### config.mk
export PLATFORM = sky130hd
export DESIGN_NAME = sprite_blit_clip_mirror_top
export DESIGN_NICKNAME = d
export VERILOG_FILES = /design/src/hw/rtl/sbcm_pkg.sv /design/src/hw/rtl/sprite_blit_clip_mirror_top.sv /design/src/hw/rtl/sbcm_place.sv
export SDC_FILE = /design/constraint.sdc
export NUM_CORES = 1
export LEC_CHECK = 0
export BUFFER_PORTS_ARGS = -buffer_cell sky130_fd_sc_hd__buf_4
export CAP_MARGIN = 40
export CELL_PAD_IN_SITES_DETAIL_PLACEMENT = 1
export CELL_PAD_IN_SITES_GLOBAL_PLACEMENT = 2
export CORE_MARGIN = 2
export CORE_UTILIZATION = 35
export DETAILED_ROUTE_END_ITERATION = 8
export PLACE_DENSITY = 0.72
export SLEW_MARGIN = 20
export SYNTH_ARGS = -nofsm -noshare
export SYNTH_HDL_FRONTEND = slang
export SYNTH_SLANG_ARGS = --single-unit
### constraint.sdc
create_clock -name i_clk -period 7.3 [get_ports i_clk]
set_input_delay 0.73 -clock i_clk [delete_from_list [all_inputs] [get_ports i_clk]]
set_output_delay 0.73 -clock i_clk [all_outputs]
set_load 0.02 [all_outputs]
### src/hw/rtl/sbcm_pkg.sv
`timescale 1ns / 1ps

package sbcm_pkg;

    localparam int MAX_DIM   = 4096;
    localparam int DIM_W     = 13;
    localparam int CNT_W     = 12;
    localparam int COORD_W   = 16;
    localparam int ANCHOR_W  = 14;
    localparam int ADDR_W    = 24;
    localparam int COLOR_W   = 32;
    localparam int CFG_IDX_W = 3;
    localparam int CFG_DAT_W = 14;

    typedef enum logic [CFG_IDX_W-1:0] {
        CFG_SPRITE_W = 3'd0,
        CFG_SPRITE_H = 3'd1,
        CFG_ANCHOR_X = 3'd2,
        CFG_ANCHOR_Y = 3'd3,
        CFG_MIRROR   = 3'd4,
        CFG_CANVAS_W = 3'd5,
        CFG_CANVAS_H = 3'd6
    } t_cfg_idx;

    typedef struct packed {
        logic [COLOR_W-1:0] src_color;
        logic               first_pixel;
    } t_in;

    typedef struct packed {
        logic [CNT_W-1:0]   dest_x;
        logic [CNT_W-1:0]   dest_y;
        logic [ADDR_W-1:0]  write_address;
        logic [COLOR_W-1:0] pixel_color;
    } t_out;

    // clamped geometry handed to the placement stage
    typedef struct packed {
        logic [DIM_W-1:0]           sprite_w;
        logic [DIM_W-1:0]           sprite_h;
        logic signed [ANCHOR_W-1:0] anchor_x;
        logic signed [ANCHOR_W-1:0] anchor_y;
        logic                       mirror;
        logic [DIM_W-1:0]           canvas_w;
        logic [DIM_W-1:0]           canvas_h;
    } t_geom;

    typedef struct packed {
        logic [CNT_W-1:0]   dx;
        logic [CNT_W-1:0]   dy;
        logic [COLOR_W-1:0] color;
    } t_place;

    function automatic logic [DIM_W-1:0] clamp_dim(input logic [DIM_W-1:0] v);
        logic [DIM_W-1:0] r;
        if (v == '0) begin
            r = DIM_W'(1);
        end else if (v > DIM_W'(MAX_DIM)) begin
            r = DIM_W'(MAX_DIM);
        end else begin
            r = v;
        end
        return r;
    endfunction

endpackage

### src/hw/rtl/sprite_blit_clip_mirror_top.sv
`timescale 1ns / 1ps

// channel   dir  handshake                     payload
// in        in   i_in_valid / o_in_ready       i_in_data  (t_in)
// out       out  o_out_valid / i_out_ready     o_out_data (t_out)
// cfg       in   i_cfg_we                      i_cfg_idx, i_cfg_data
//
// One pixel per clock while the output is not stalled. An accepted pixel passes
// the input register, placement and clip into the second register, then the
// address multiply into the output register, which drives o_out_valid.
// Transparent or clipped pixels give no beat.
// Synchronous active-low reset clears counters, valids and the config registers
// to their defaults. A stall on the output backs up through the pipeline.

module sprite_blit_clip_mirror_top (
    input  logic                               i_clk,
    input  logic                               i_rst_n,
    input  logic                               i_in_valid,
    output logic                               o_in_ready,
    input  sbcm_pkg::t_in                      i_in_data,
    output logic                               o_out_valid,
    input  logic                               i_out_ready,
    output sbcm_pkg::t_out                     o_out_data,
    input  logic                               i_cfg_we,
    input  logic [sbcm_pkg::CFG_IDX_W-1:0]     i_cfg_idx,
    input  logic [sbcm_pkg::CFG_DAT_W-1:0]     i_cfg_data
);
    import sbcm_pkg::*;

    logic [DIM_W-1:0]           r_sprite_w;
    logic [DIM_W-1:0]           r_sprite_h;
    logic signed [ANCHOR_W-1:0] r_anchor_x;
    logic signed [ANCHOR_W-1:0] r_anchor_y;
    logic                       r_mirror;
    logic [DIM_W-1:0]           r_canvas_w;
    logic [DIM_W-1:0]           r_canvas_h;

    logic [CNT_W-1:0] r_src_col;
    logic [CNT_W-1:0] r_src_row;
    logic [CNT_W-1:0] n_src_col;
    logic [CNT_W-1:0] n_src_row;
    logic [CNT_W-1:0] cur_col;
    logic [CNT_W-1:0] cur_row;

    logic  r_out_valid;
    t_out  r_out;

    t_geom  geom;
    t_place place;
    logic   place_valid;
    logic   out_en;
    logic   in_acc;
    logic [ADDR_W:0] addr_full;

    assign geom.sprite_w = clamp_dim(r_sprite_w);
    assign geom.sprite_h = clamp_dim(r_sprite_h);
    assign geom.anchor_x = r_anchor_x;
    assign geom.anchor_y = r_anchor_y;
    assign geom.mirror   = r_mirror;
    assign geom.canvas_w = clamp_dim(r_canvas_w);
    assign geom.canvas_h = clamp_dim(r_canvas_h);

    assign in_acc      = i_in_valid && o_in_ready;
    assign out_en      = !r_out_valid || i_out_ready;
    assign o_out_valid = r_out_valid;
    assign o_out_data  = r_out;

    always_comb begin
        cur_col = i_in_data.first_pixel ? '0 : r_src_col;
        cur_row = i_in_data.first_pixel ? '0 : r_src_row;
        if (({1'b0, cur_col} + DIM_W'(1)) >= geom.sprite_w) begin
            n_src_col = '0;
            n_src_row = (({1'b0, cur_row} + DIM_W'(1)) >= geom.sprite_h) ?
                        '0 : cur_row + CNT_W'(1);
        end else begin
            n_src_col = cur_col + CNT_W'(1);
            n_src_row = cur_row;
        end
    end

    sbcm_place u_place (
        .i_clk   (i_clk),
        .i_rst_n (i_rst_n),
        .i_geom  (geom),
        .i_valid (i_in_valid),
        .o_ready (o_in_ready),
        .i_color (i_in_data.src_color),
        .i_col   (cur_col),
        .i_row   (cur_row),
        .o_valid (place_valid),
        .i_ready (out_en),
        .o_place (place)
    );

    assign addr_full = ({(ADDR_W+1-CNT_W)'(0), place.dy} * (ADDR_W+1)'(geom.canvas_w))
                     + {(ADDR_W+1-CNT_W)'(0), place.dx};

    always_ff @(posedge i_clk) begin
        if (!i_rst_n) begin
            r_sprite_w  <= DIM_W'(1);
            r_sprite_h  <= DIM_W'(1);
            r_anchor_x  <= '0;
            r_anchor_y  <= '0;
            r_mirror    <= 1'b0;
            r_canvas_w  <= DIM_W'(1);
            r_canvas_h  <= DIM_W'(1);
            r_src_col   <= '0;
            r_src_row   <= '0;
            r_out_valid <= 1'b0;
        end else begin
            if (i_cfg_we) begin
                case (t_cfg_idx'(i_cfg_idx))
                    CFG_SPRITE_W: begin
                        r_sprite_w <= i_cfg_data[DIM_W-1:0];
                    end
                    CFG_SPRITE_H: begin
                        r_sprite_h <= i_cfg_data[DIM_W-1:0];
                    end
                    CFG_ANCHOR_X: begin
                        r_anchor_x <= $signed(i_cfg_data[ANCHOR_W-1:0]);
                    end
                    CFG_ANCHOR_Y: begin
                        r_anchor_y <= $signed(i_cfg_data[ANCHOR_W-1:0]);
                    end
                    CFG_MIRROR: begin
                        r_mirror <= i_cfg_data[0];
                    end
                    CFG_CANVAS_W: begin
                        r_canvas_w <= i_cfg_data[DIM_W-1:0];
                    end
                    CFG_CANVAS_H: begin
                        r_canvas_h <= i_cfg_data[DIM_W-1:0];
                    end
                    default: begin
                    end
                endcase
            end
            if (in_acc) begin
                r_src_col <= n_src_col;
                r_src_row <= n_src_row;
            end
            if (out_en) begin
                r_out_valid <= place_valid;
            end
        end
    end

    always_ff @(posedge i_clk) begin
        if (out_en) begin
            r_out.dest_x        <= place.dx;
            r_out.dest_y        <= place.dy;
            r_out.write_address <= addr_full[ADDR_W-1:0];
            r_out.pixel_color   <= place.color;
        end
    end

    a_out_opaque: assert property (@(posedge i_clk) disable iff (!i_rst_n)
        o_out_valid |-> o_out_data.pixel_color != '0)
        else $error("transparent pixel written");

    a_reset_idle: assert property (@(posedge i_clk)
        !i_rst_n |=> !o_out_valid)
        else $error("output valid after reset");

    a_first_col: assert property (@(posedge i_clk) disable iff (!i_rst_n)
        in_acc && i_in_data.first_pixel && (geom.sprite_w > DIM_W'(1))
        |=> r_src_col == CNT_W'(1))
        else $error("column counter not restarted by first pixel");

    a_first_wrap: assert property (@(posedge i_clk) disable iff (!i_rst_n)
        in_acc && i_in_data.first_pixel && (geom.sprite_w == DIM_W'(1))
        && (geom.sprite_h == DIM_W'(1))
        |=> r_src_col == '0 && r_src_row == '0)
        else $error("single pixel sprite did not wrap");

endmodule

### src/hw/rtl/sbcm_place.sv
`timescale 1ns / 1ps

module sbcm_place (
    input  logic                    i_clk,
    input  logic                    i_rst_n,
    input  sbcm_pkg::t_geom         i_geom,
    input  logic                    i_valid,
    output logic                    o_ready,
    input  logic [31:0]             i_color,
    input  logic [11:0]             i_col,
    input  logic [11:0]             i_row,
    output logic                    o_valid,
    input  logic                    i_ready,
    output sbcm_pkg::t_place        o_place
);
    import sbcm_pkg::*;

    logic               r_s1_valid;
    logic [COLOR_W-1:0] r_s1_color;
    logic [CNT_W-1:0]   r_s1_col;
    logic [CNT_W-1:0]   r_s1_row;
    logic               r_s2_valid;
    t_place             r_s2;

    logic s1_en;
    logic s2_en;

    logic signed [COORD_W-1:0] ax;
    logic signed [COORD_W-1:0] ay;
    logic signed [COORD_W-1:0] w_s;
    logic signed [COORD_W-1:0] half_w;
    logic signed [COORD_W-1:0] half_h;
    logic signed [COORD_W-1:0] col_s;
    logic signed [COORD_W-1:0] row_s;
    logic signed [COORD_W-1:0] left;
    logic signed [COORD_W-1:0] top;
    logic signed [COORD_W-1:0] n_dx;
    logic signed [COORD_W-1:0] n_dy;
    logic                      vis;

    assign s2_en   = !r_s2_valid || i_ready;
    assign s1_en   = !r_s1_valid || s2_en;
    assign o_ready = s1_en;
    assign o_valid = r_s2_valid;
    assign o_place = r_s2;

    always_comb begin
        ax     = COORD_W'(i_geom.anchor_x);
        ay     = COORD_W'(i_geom.anchor_y);
        w_s    = $signed(COORD_W'(i_geom.sprite_w));
        half_w = $signed(COORD_W'(i_geom.sprite_w[DIM_W-1:1]));
        half_h = $signed(COORD_W'(i_geom.sprite_h[DIM_W-1:1]));
        col_s  = $signed(COORD_W'(r_s1_col));
        row_s  = $signed(COORD_W'(r_s1_row));
        left   = ax - half_w;
        top    = ay - half_h;
        n_dx   = i_geom.mirror ? (left + w_s - 16'sd1 - col_s) : (left + col_s);
        n_dy   = top + row_s;
        vis    = ({1'b0, r_s1_col} < i_geom.sprite_w)
              && ({1'b0, r_s1_row} < i_geom.sprite_h)
              && (r_s1_color != '0)
              && !n_dx[COORD_W-1]
              && (n_dx[COORD_W-2:0] < (COORD_W-1)'(i_geom.canvas_w))
              && !n_dy[COORD_W-1]
              && (n_dy[COORD_W-2:0] < (COORD_W-1)'(i_geom.canvas_h));
    end

    always_ff @(posedge i_clk) begin
        if (!i_rst_n) begin
            r_s1_valid <= 1'b0;
            r_s2_valid <= 1'b0;
        end else begin
            if (s1_en) begin
                r_s1_valid <= i_valid;
            end
            if (s2_en) begin
                r_s2_valid <= r_s1_valid && vis;
            end
        end
    end

    always_ff @(posedge i_clk) begin
        if (s1_en) begin
            r_s1_color <= i_color;
            r_s1_col   <= i_col;
            r_s1_row   <= i_row;
        end
        if (s2_en) begin
            r_s2.dx    <= n_dx[CNT_W-1:0];
            r_s2.dy    <= n_dy[CNT_W-1:0];
            r_s2.color <= r_s1_color;
        end
    end

    // transparent pixels never reach the second stage
    a_s2_opaque: assert property (@(posedge i_clk) disable iff (!i_rst_n)
        r_s2_valid |-> r_s2.color != '0)
        else $error("transparent pixel in placement stage");

    // a stalled second stage keeps its beat
    a_s2_hold: assert property (@(posedge i_clk) disable iff (!i_rst_n)
        r_s2_valid && !i_ready |=> r_s2_valid && $stable(r_s2))
        else $error("placement beat lost under stall");

endmodule

==> flow_summary.toml, run 1 <==
[status]
status = "finished, final reports clean"

[yosys]
yosysUniqueCellTypes = 65
synth_area_sq_um = 21050
synth.area.top_cells = "edfxtp_1 27%, fa_1 13%, ha_1 13%, dfxtp_1 10%, nand2_1 6.4%"
yosysSeqAreaShare_pct = 37.65
async_flop_share_pct = 0
yosysTopAreaCellShare_pct = 27.38
synth.net_count = 2507
synth-main-ff-cell = "edfxtp_1"
synth_cells = 2097
synth-edff-count = 192
synth_area_per_cell_sq_um = 10.04
yosysTopAreaCell = "edfxtp_1"
ys_ff_latch = 300
yosysWarnings = 0

[drt]
drc = 0
drt_first_pass_iters = 4
wire_per_inst_um = 19.39
final_antenna_net_count = 0
dr.first_iter.drc_count = 550
drt-total-wl_um = 58880
vias = 15180
routed_via_density = 4.997

[setup_path]
cp.buffers_inverters = 3
rr_worst_depth = 27
endpoint_kind = "flop"
critPathTopFamily = "compound AO/OA/AOI/OAI gates"
r2r_setup_slack_ns = 0.56
rr_startpoint = "r_sprite_w[12]"
cp.required_ns = 7.77
cpPeakStageDelay_ns = 0.49
start_kind = "flop"
cp-endpoint = "u_place.o_valid"
worst_ep_arrival_time_ns = 7.21
slowest_stage = "fa_1"
worst-setup-path-type = "flop to flop"
cp_max_fo = 6
timing.rr.end = "u_place.o_valid"
cp-startpoint = "r_sprite_w[12]"
worstSetupPathDepth = 27

[clock_network]
cts_made_buffers = 38
cts_resized = 0
clk_latency_ns = 0.58
clock-sinks = 300
cts_tree = "yes"
htreeDepth = 2
clk_pin_slew_worst_paths_ns = 0.06
cts_setup_buffers = 0
cts.path.max_buffers = 3
hold_buffers = 0
clockRootBuffer = "clkbuf_16"

[floorplan]
die_h_um = 249.3
design.core.area_sq_um = 59240
pin_count = 137
fp-row-count = 89
initial_core_util_pct = 35.54
dieArea_sq_um = 62130
die_x_um = 249.3

[placed_design]
io_buffers = 136
hpwl_um = 46300
place_inst = 2961
gp_congestion = 0.8410

[sta]
drv_slew = 0
setup_viol = 0
fmax_ghz = 0.1484
final.min_clock_period_ns = 6.740
hold_viol = 0
hold_slack_ns = 0.3262
period_share_pct = 92.33
worst_pin_slew_ns = 0.8607
fin_skew_ns = 0.01671
tns_ns = 0
relSlewSlack_pct = 42.50
rsz0062_at_grt = "false"

[hold_path]
hp-class = "input pin to flop"
hold_path.startpoint = "i_in_data[18]"

[job]
cap_viol_max_count = 0

[finish]
drive_above_1_share_pct = 10.30
area_growth_pct = 15.72
finalNonFillerCells = 3037
final_nets = 2643
fill_cells = 6599
final_util_pct = 41.13

[grt]
antenna_found_initial = 0
grt_max_degree = 72
first_global_vias = 16450
grt_usage_pct = 19.14
overflow = 0
grt_pass1_wl_um = 93760

[power_and_ir_drop]
peakVddDrop_v = 0.0001291
leakagePower_uw = 0.01073
p_per_area_nw_per_um2 = 225.5
p_total_uw = 5495
-- report_power, final --
part / switching [uW] / internal (uW)
clock network: 792 / 1130
registers: 149 / 1980
logic: 835 / 609
total: 1780 / 3720
-- state kept, by name, indices dropped and copies added (netlist names) --
signal and cells:
r_canvas_h 13, r_sprite_w 13, r_src_row 12, u_place.r_s1_color 32, o_out_valid 1, u_place.r_s1_valid 1
u_place.o_valid 1, r_anchor_x 14, r_canvas_w 13, r_src_col 12, r_anchor_y 14, r_sprite_h 13
u_place.r_s1_row 12, u_place.o_place 56, u_place.r_s1_col 12, r_mirror 1, o_out_data 80
-- layer usage --
metal  global-route usage [%]  part of all wire, %
met5                        0                    0
met4                    4.716                  2.0
met3                    2.706                  3.0
met2                    32.91                   48
met1                    25.34                   47
-- worst register-to-register path, stage by stage, from the launching register on --
cell       delay [ns]
dfxtp_1          0.37
inv_1            0.16
nand2_1          0.17
inv_1            0.17
ha_1             0.18
inv_1            0.05
fa_1             0.42
a211oi_1         0.33
o21bai_1         0.12
a21oi_1          0.20
xnor2_1          0.21
fa_1             0.49
ha_1             0.35
o21a_1           0.22
o2111ai_1        0.30
o21bai_1         0.10
a21oi_1          0.18
xor2_1           0.18
a21oi_1          0.09
ha_1             0.35
a22oi_1          0.27
nand4_1          0.15
a221oi_2         0.35
nand4_1          0.14
a311o_1          0.34
nor4_1           0.27
o311ai_0         0.19
o31ai_2          0.28
-- worst min-delay path by stage --
stage / depth (start not counted) / to
after floorplan: 0 / o_out_data[0]
final: 1 / u_place.r_s1_color[17]
after detailed placement: 0 / o_out_data[2]
after CTS: 1 / u_place.r_s1_color[17]
after global routing: 1 / u_place.r_s1_color[17]
after global placement: 0 / o_out_data[4]
-- cells in the mapped netlist, types with 3 or more instances --
master	number
o211ai_1	9
nand2b_1	24
nor2b_1	54
nand2_1	361
inv_1	208
edfxtp_1	192
a211o_1	5
and3_1	10
and2_1	64
clkbuf_1	68
nor3_1	25
nor4_1	18
xor2_1	34
dfxtp_1	108
or3_1	12
o21bai_1	9
a21o_1	31
nand3_1	61
xnor2_1	57
nor3b_1	5
mux2i_1	4
ha_1	218
nand4_1	11
o21a_1	22
o21ai_0	51
o31ai_1	3
a21oi_1	67
fa_1	137
a31oi_1	18
o2111ai_1	8
nor2_1	59
a21boi_0	92
a211oi_1	5
-- cell usage in the layout (no fill, tap or decap), drive strengths merged, types with 31 or more instances in the layout --
cell    Yosys  layout
nor2       59      59
nor2b      54      54
a21o       31      31
fa        137     137
o21ai      52      52
nand2     362     362
nand3      61      61
edfxtp    192     192
a21boi     92      92
a21oi      67      67
clkbuf     68      54
ha        218     218
dfxtp     108     108
and2       64      64
buf         1     165
xor2       34      34
inv       208     209
xnor2      58      58
-- metrics by stage --
| step | worst slack (ns) | cell area, sq um |
|---|---|---|
| after floorplan | 1.480 | 21050 |
| after global placement | 0.3590 | 22920 |
| after detailed placement | 0.2720 | 23030 |
| after CTS | 0.2378 | 24290 |
| after global routing | 0.04192 | 24360 |
| final | 0.5600 | 24360 |
-- final cells by class --
| class | instances | area (sq um) | area share (%) |
|---|---|---|---|
| Multi-Input combinational cell | 1520 | 12120 | 49.74 |
| Sequential cell | 300 | 7928 | 32.54 |
| Antenna cell | 1 | 2.502 | 0.01027 |
| Timing Repair Buffer | 165 | 1304 | 5.351 |
| Clock buffer | 54 | 1052 | 4.319 |
| Clock inverter | 16 | 210.2 | 0.8628 |
| Tap cell | 773 | 967.2 | 3.970 |
| Inverter | 208 | 782.0 | 3.210 |
-- kinds of logic after synthesis --
group | count (synthesis) | synth area share, %
flip-flops | 300 | 37.65
AO/OA/AOI/OAI | 350 | 11.29
AND/OR/NAND/NOR | 717 | 15.97
multiplexers | 6 | 0.2971
buffers and inverters | 277 | 4.938
XOR/XNOR | 92 | 3.863
adder cells (fa/ha/maj) | 355 | 25.98
(Power assumes the default switching activity.)
==> run 2: changes to the inputs <==
ABC_AREA = 1   (was unset)
PLACE_DENSITY = 0.74   (was 0.72)
==> flow_summary.toml, run 2 <==
[finish]
final_nets = 2921
multi_input_area_sq_um = 11600
final_cell_mix = "420 x nand2_1, 363 x inv_1, 279 x nor2_1"
diodes = 0
largest_register_ff_count = 80
area_growth_pct = 15.67
drive_above_1_share_pct = 9.799
layout_commonest_cell = "nand2_1"
fill_cells = 7025
finalNonFillerCells = 3323
regArea_sq_um = 7928

[setup_path]
critPathTopFamily = "adder cells"
rr_startpoint = "r_canvas_w[4]"
cp_max_fo = 8
cpPeakStageDelay_ns = 0.54
worst-setup-path-type = "flop to flop"
cp.buffers_inverters = 4
crit_top_cell = "fa_1"
timing.rr.end = "o_out_data[52]"
cp.required_ns = 7.62
slowest_stage = "fa_1"
cp-startpoint = "r_canvas_w[4]"
r2r_setup_slack_ns = 0.73
cp-endpoint = "o_out_data[52]"
rr_worst_depth = 27
start_kind = "flop"
endpoint_kind = "flop"
worstSetupPathDepth = 27
worst_ep_arrival_time_ns = 6.90

[drt]
dr.first_iter.drc_count = 676
drt-total-wl_um = 64710
drc = 0
final_antenna_net_count = 0
vias = 16380
routed_via_density = 4.928
wire_per_inst_um = 19.47
drt_first_pass_iters = 4

[yosys]
synth.net_count = 2769
async_flop_share_pct = 0
synth-edff-count = 192
yosysTopAreaCellShare_pct = 27.28
yosysTopAreaCell = "edfxtp_1"
yosysWarnings = 0
yosysUniqueCellTypes = 51
yosys-top-cells-count = "422 x nand2_1, 364 x inv_1, 281 x nor2_1"
synth-main-ff-cell = "edfxtp_1"
synth.area.top_cells = "edfxtp_1 27%, fa_1 13%, ha_1 13%, dfxtp_1 10%, nand2_1 7.5%"
synth_area_sq_um = 21130
synth_cells = 2359
ys_ff_latch = 300
yosysSeqAreaShare_pct = 37.51
synth.most_common_cell = "nand2_1"
synth_area_per_cell_sq_um = 8.958

[sta]
tns_ns = 0
setup_viol = 0
drv_slew = 0
final.min_clock_period_ns = 6.575
relSlewSlack_pct = 46.61
period_share_pct = 90.06
fin_skew_ns = 0.02287
fmax_ghz = 0.1521
worst_pin_slew_ns = 0.7979
rsz0062_at_grt = "false"
setup_ws_ns = 0.7254
hold_viol = 0

[power_and_ir_drop]
p_comb_share_pct = 36.7
peakVddDrop_v = 0.0001710
power_frac_seq_pct = 33.8
p_sw_share_pct = 37.97
switching_power_uw = 2554
clkPwrFrac_pct = 29.5
p_per_area_nw_per_um2 = 275.2
leakagePower_uw = 0.01170
internal-power_uw = 4173

[placed_design]
io_buffers = 136
gp_congestion = 0.8691
hpwl_um = 51470
place_inst = 3252
preCtsSetupSlack_ns = 0.7142

[floorplan]
fp-row-count = 90
design.core.area_sq_um = 60020
die_h_um = 249.7
pin_count = 137
initial_core_util_pct = 35.21
die_x_um = 249.7
dieArea_sq_um = 62360

[clock_network]
cts.path.max_buffers = 3
clock-sinks = 300
cts_resized = 0
clockRootBuffer = "clkbuf_16"
clk_pin_slew_worst_paths_ns = 0.06
cts_made_buffers = 38
cts_tree = "yes"
hold_buffers = 0
htreeDepth = 2
cts_setup_buffers = 0
clk_latency_ns = 0.58

[hold_path]
hp-class = "input pin to flop"
hold_path.startpoint = "i_in_data[20]"

[grt]
grt_pass1_wl_um = 101400
antenna_found_initial = 0
grt_max_degree = 57
first_global_vias = 17660
overflow = 0
grt_usage_pct = 20.91

[status]
status = "finished, final reports clean"

[job]
cap_viol_max_count = 0
==> run 2: cell count changes after synthesis, sizes merged, moves of 20 or more <==
cell / delta
a21boi: -91
a21o: -21
a21oi: +100
and2: -64
clkbuf: -29
inv: +165
nand2: +63
nand2b: -24
nor2: +225
nor2b: -54
o21a: -20
o21ai: +88
xnor2: -26
==> run 2: final cells by class <==
type / count / share of cell area, %
Timing Repair Buffer: 154 / 4.760
Inverter: 384 / 5.922
Clock buffer: 51 / 4.294
Sequential cell: 300 / 32.43
Tap cell: 782 / 4.003
Multi-Input combinational cell: 1633 / 47.47
Clock inverter: 19 / 1.116
==> run 2: how the worst min path moves through the flow <==
stage	end	slack, ns	depth (start not counted)
after floorplan	o_out_data[0]	0.40	0
after global placement	o_out_data[6]	0.40	0
after detailed placement	o_out_data[25]	0.41	0
after CTS	u_place.r_s1_color[19]	0.30	1
after global routing	u_place.r_s1_color[28]	0.31	1
final	u_place.r_s1_color[19]	0.33	1
==> run 2: cell families after synthesis <==
logic type,after synthesis,synth area share (%)
compound gates,371,9.568
simple gates,831,16.24
buf+inv,426,7.644
flops,300,37.51
xor+xnor,76,3.150
fa+ha+maj,355,25.89
==> run 2: per-stage QoR <==
step | total power [uW] | hold slack (ns) | cell area, sq um | util (%)
floorplan | 3929 | 0.4003 | 21130 | -
global placement | 4745 | 0.4009 | 23090 | 38.47
detailed placement | 4798 | 0.4052 | 23110 | 38.51
CTS | 6826 | 0.3045 | 24430 | 40.71
global route | 7219 | 0.3120 | 24440 | 40.73
finish | 6726 | 0.3340 | 24440 | 40.73
==> run 2: layer usage <==
metal | vias to the layer above | global-route usage, % | share of wire, %
li1 | 7991 | - | -
met1 | 8088 | 26.89 | 45
met2 | 218 | 36.98 | 49
met3 | 78 | 2.566 | 3.0
met4 | 0 | 5.594 | 2.4
met5 | - | 0 | 0
==> run 2: power by group through the flow <==
stage / Sequential (uW) / Combinational, uW / Clock (uW)
2_1_floorplan: 2320 / 1610 / 0
3_3_place_gp: 2310 / 2440 / 0
3_5_place_dp: 2320 / 2480 / 0
4_1_cts: 2280 / 2510 / 2040
5_1_grt: 2300 / 2820 / 2110
6_report: 2280 / 2470 / 1980
==> run 3: changes to the inputs <==
RECOVER_POWER = 25   (was unset)
==> flow_summary.toml, run 3 (same netlist as run 2, synthesis figures left out) <==
[clock_network]
cts_made_buffers = 38
htreeDepth = 2
clock-sinks = 300
clockRootBuffer = "clkbuf_16"
cts_tree = "yes"
cts.path.max_buffers = 3
clk_latency_ns = 0.58
cts_setup_buffers = 0
clk_pin_slew_worst_paths_ns = 0.06

[setup_path]
endpoint_kind = "flop"
critPathTopFamily = "adder cells"
cp_max_fo = 8
worst_ep_arrival_time_ns = 6.89
slowest_stage = "fa_1"
start_kind = "flop"
cpPeakStageDelay_ns = 0.54
cp.buffers_inverters = 4
worst-setup-path-type = "flop to flop"
crit_top_cell = "fa_1"
cp.required_ns = 7.62

[sta]
fmax_ghz = 0.1522
final.min_clock_period_ns = 6.569
tns_ns = 0
worst_pin_slew_ns = 1.106
drv_slew = 0
fin_skew_ns = 0.02262
hold_viol = 0
relSlewSlack_pct = 26.27
period_share_pct = 89.98
hold_slack_ns = 0.3568
rsz0062_at_grt = "false"
setup_viol = 0

[drt]
vias = 16370
wire_per_inst_um = 19.47
routed_via_density = 4.925
drt_first_pass_iters = 4
met2_length_um = 31720
dr.first_iter.drc_count = 644
maxUsedRoutingLayer = "met4"
drc = 0
drt-total-wl_um = 64690
wl_met3_um = 1934
final_antenna_net_count = 0
wl_met1_um = 29440

[finish]
drive_above_1_share_pct = 9.524
final_cell_mix = "421 x nand2_1, 363 x inv_1, 279 x nor2_1"
fill_cells = 7031
layout_commonest_cell = "nand2_1"
final_nets = 2921
area_growth_pct = 15.51
largest_register_ff_count = 80
diodes = 0

[grt]
overflow = 0
antenna_found_initial = 0
grt_pass1_wl_um = 101400
grt_usage_pct = 20.91
grt_max_degree = 57
first_global_vias = 17660

[floorplan]
initial_core_util_pct = 35.21
design.core.area_sq_um = 60020
die_h_um = 249.7
dieArea_sq_um = 62360
pin_count = 137
fp-row-count = 90
die_x_um = 249.7

[placed_design]
io_buffers = 136
gp_congestion = 0.8691
hpwl_um = 51470

[hold_path]
hp-class = "input pin to flop"

[power_and_ir_drop]
p_total_uw = 6720
p_per_area_nw_per_um2 = 275.3
peakVddDrop_v = 0.0001712
leakagePower_uw = 0.01166

[status]
status = "finished, final reports clean"

[job]
cap_viol_max_count = 0
==> run 3: metal layers <==
| metal | vias up | track usage [%] |
|---|---|---|
| met5 | - | 0 |
| met4 | 0 | 5.594 |
| met3 | 80 | 2.566 |
| met2 | 226 | 36.98 |
| met1 | 8069 | 26.89 |
| li1 | 7992 | - |
==> run 3: final cells by class <==
class	count	area [sq um]	area share, %
multi-input cells	1633	11600	47.51
flip-flops and latches	300	7928	32.48
inverters	384	1444	5.915
repair buffers	154	1141	4.675
clock buffers	51	1050	4.300
well taps	782	978.4	4.008
clock inverters	19	272.8	1.117
==> run 3: report_power, final <==
part	total (uW)	leakage [uW]	internal [uW]	switching, uW
clock network	1980	0.000635	1170	808
registers	2280	0.00300	2080	200
logic	2460	0.00803	918	1550
==> run 3: per-stage QoR <==
step | utilization [%] | cell area, sq um | worst slack [ns] | cells
floorplan | - | 21130 | 1.663 | 2359
global placement | 38.47 | 23090 | 0.9317 | 3250
detailed placement | 38.51 | 23110 | 0.7142 | 3252
CTS | 40.71 | 24430 | 0.7128 | 3322
global route | 40.67 | 24410 | 0.007857 | 3323
finish | 40.67 | 24410 | 0.7311 | 3323
==> run 3: path summary, 6_finish.rpt <==
kind | startpoint | endpoint | slack, ns | cells after the start
setup / recovery | r_canvas_w[4] | o_out_data[52] | 0.73 | 27
setup reg to reg | r_canvas_w[4] | o_out_data[52] | 0.73 | 27
hold reg to reg | u_place.o_place[11] | o_out_data[11] | 0.42 | 0
hold / removal | i_in_data[20] | u_place.r_s1_color[19] | 0.36 | 1
==> run 3: worst reg2reg max path: cells and delay by family, from the launching register on <==
family,cells,cell delay [ns]
fa+ha+maj,6,2.88
xor+xnor,1,0.14
flops,1,0.32
compound gates,6,0.85
buf+inv,4,0.51
simple gates,10,1.63
==> run 3: timing repair <==
item | CTS | global route
gates resized for setup | 0 | 1
hold buffers | 0 | 0
endpoints found under the setup margin | 0 | 1
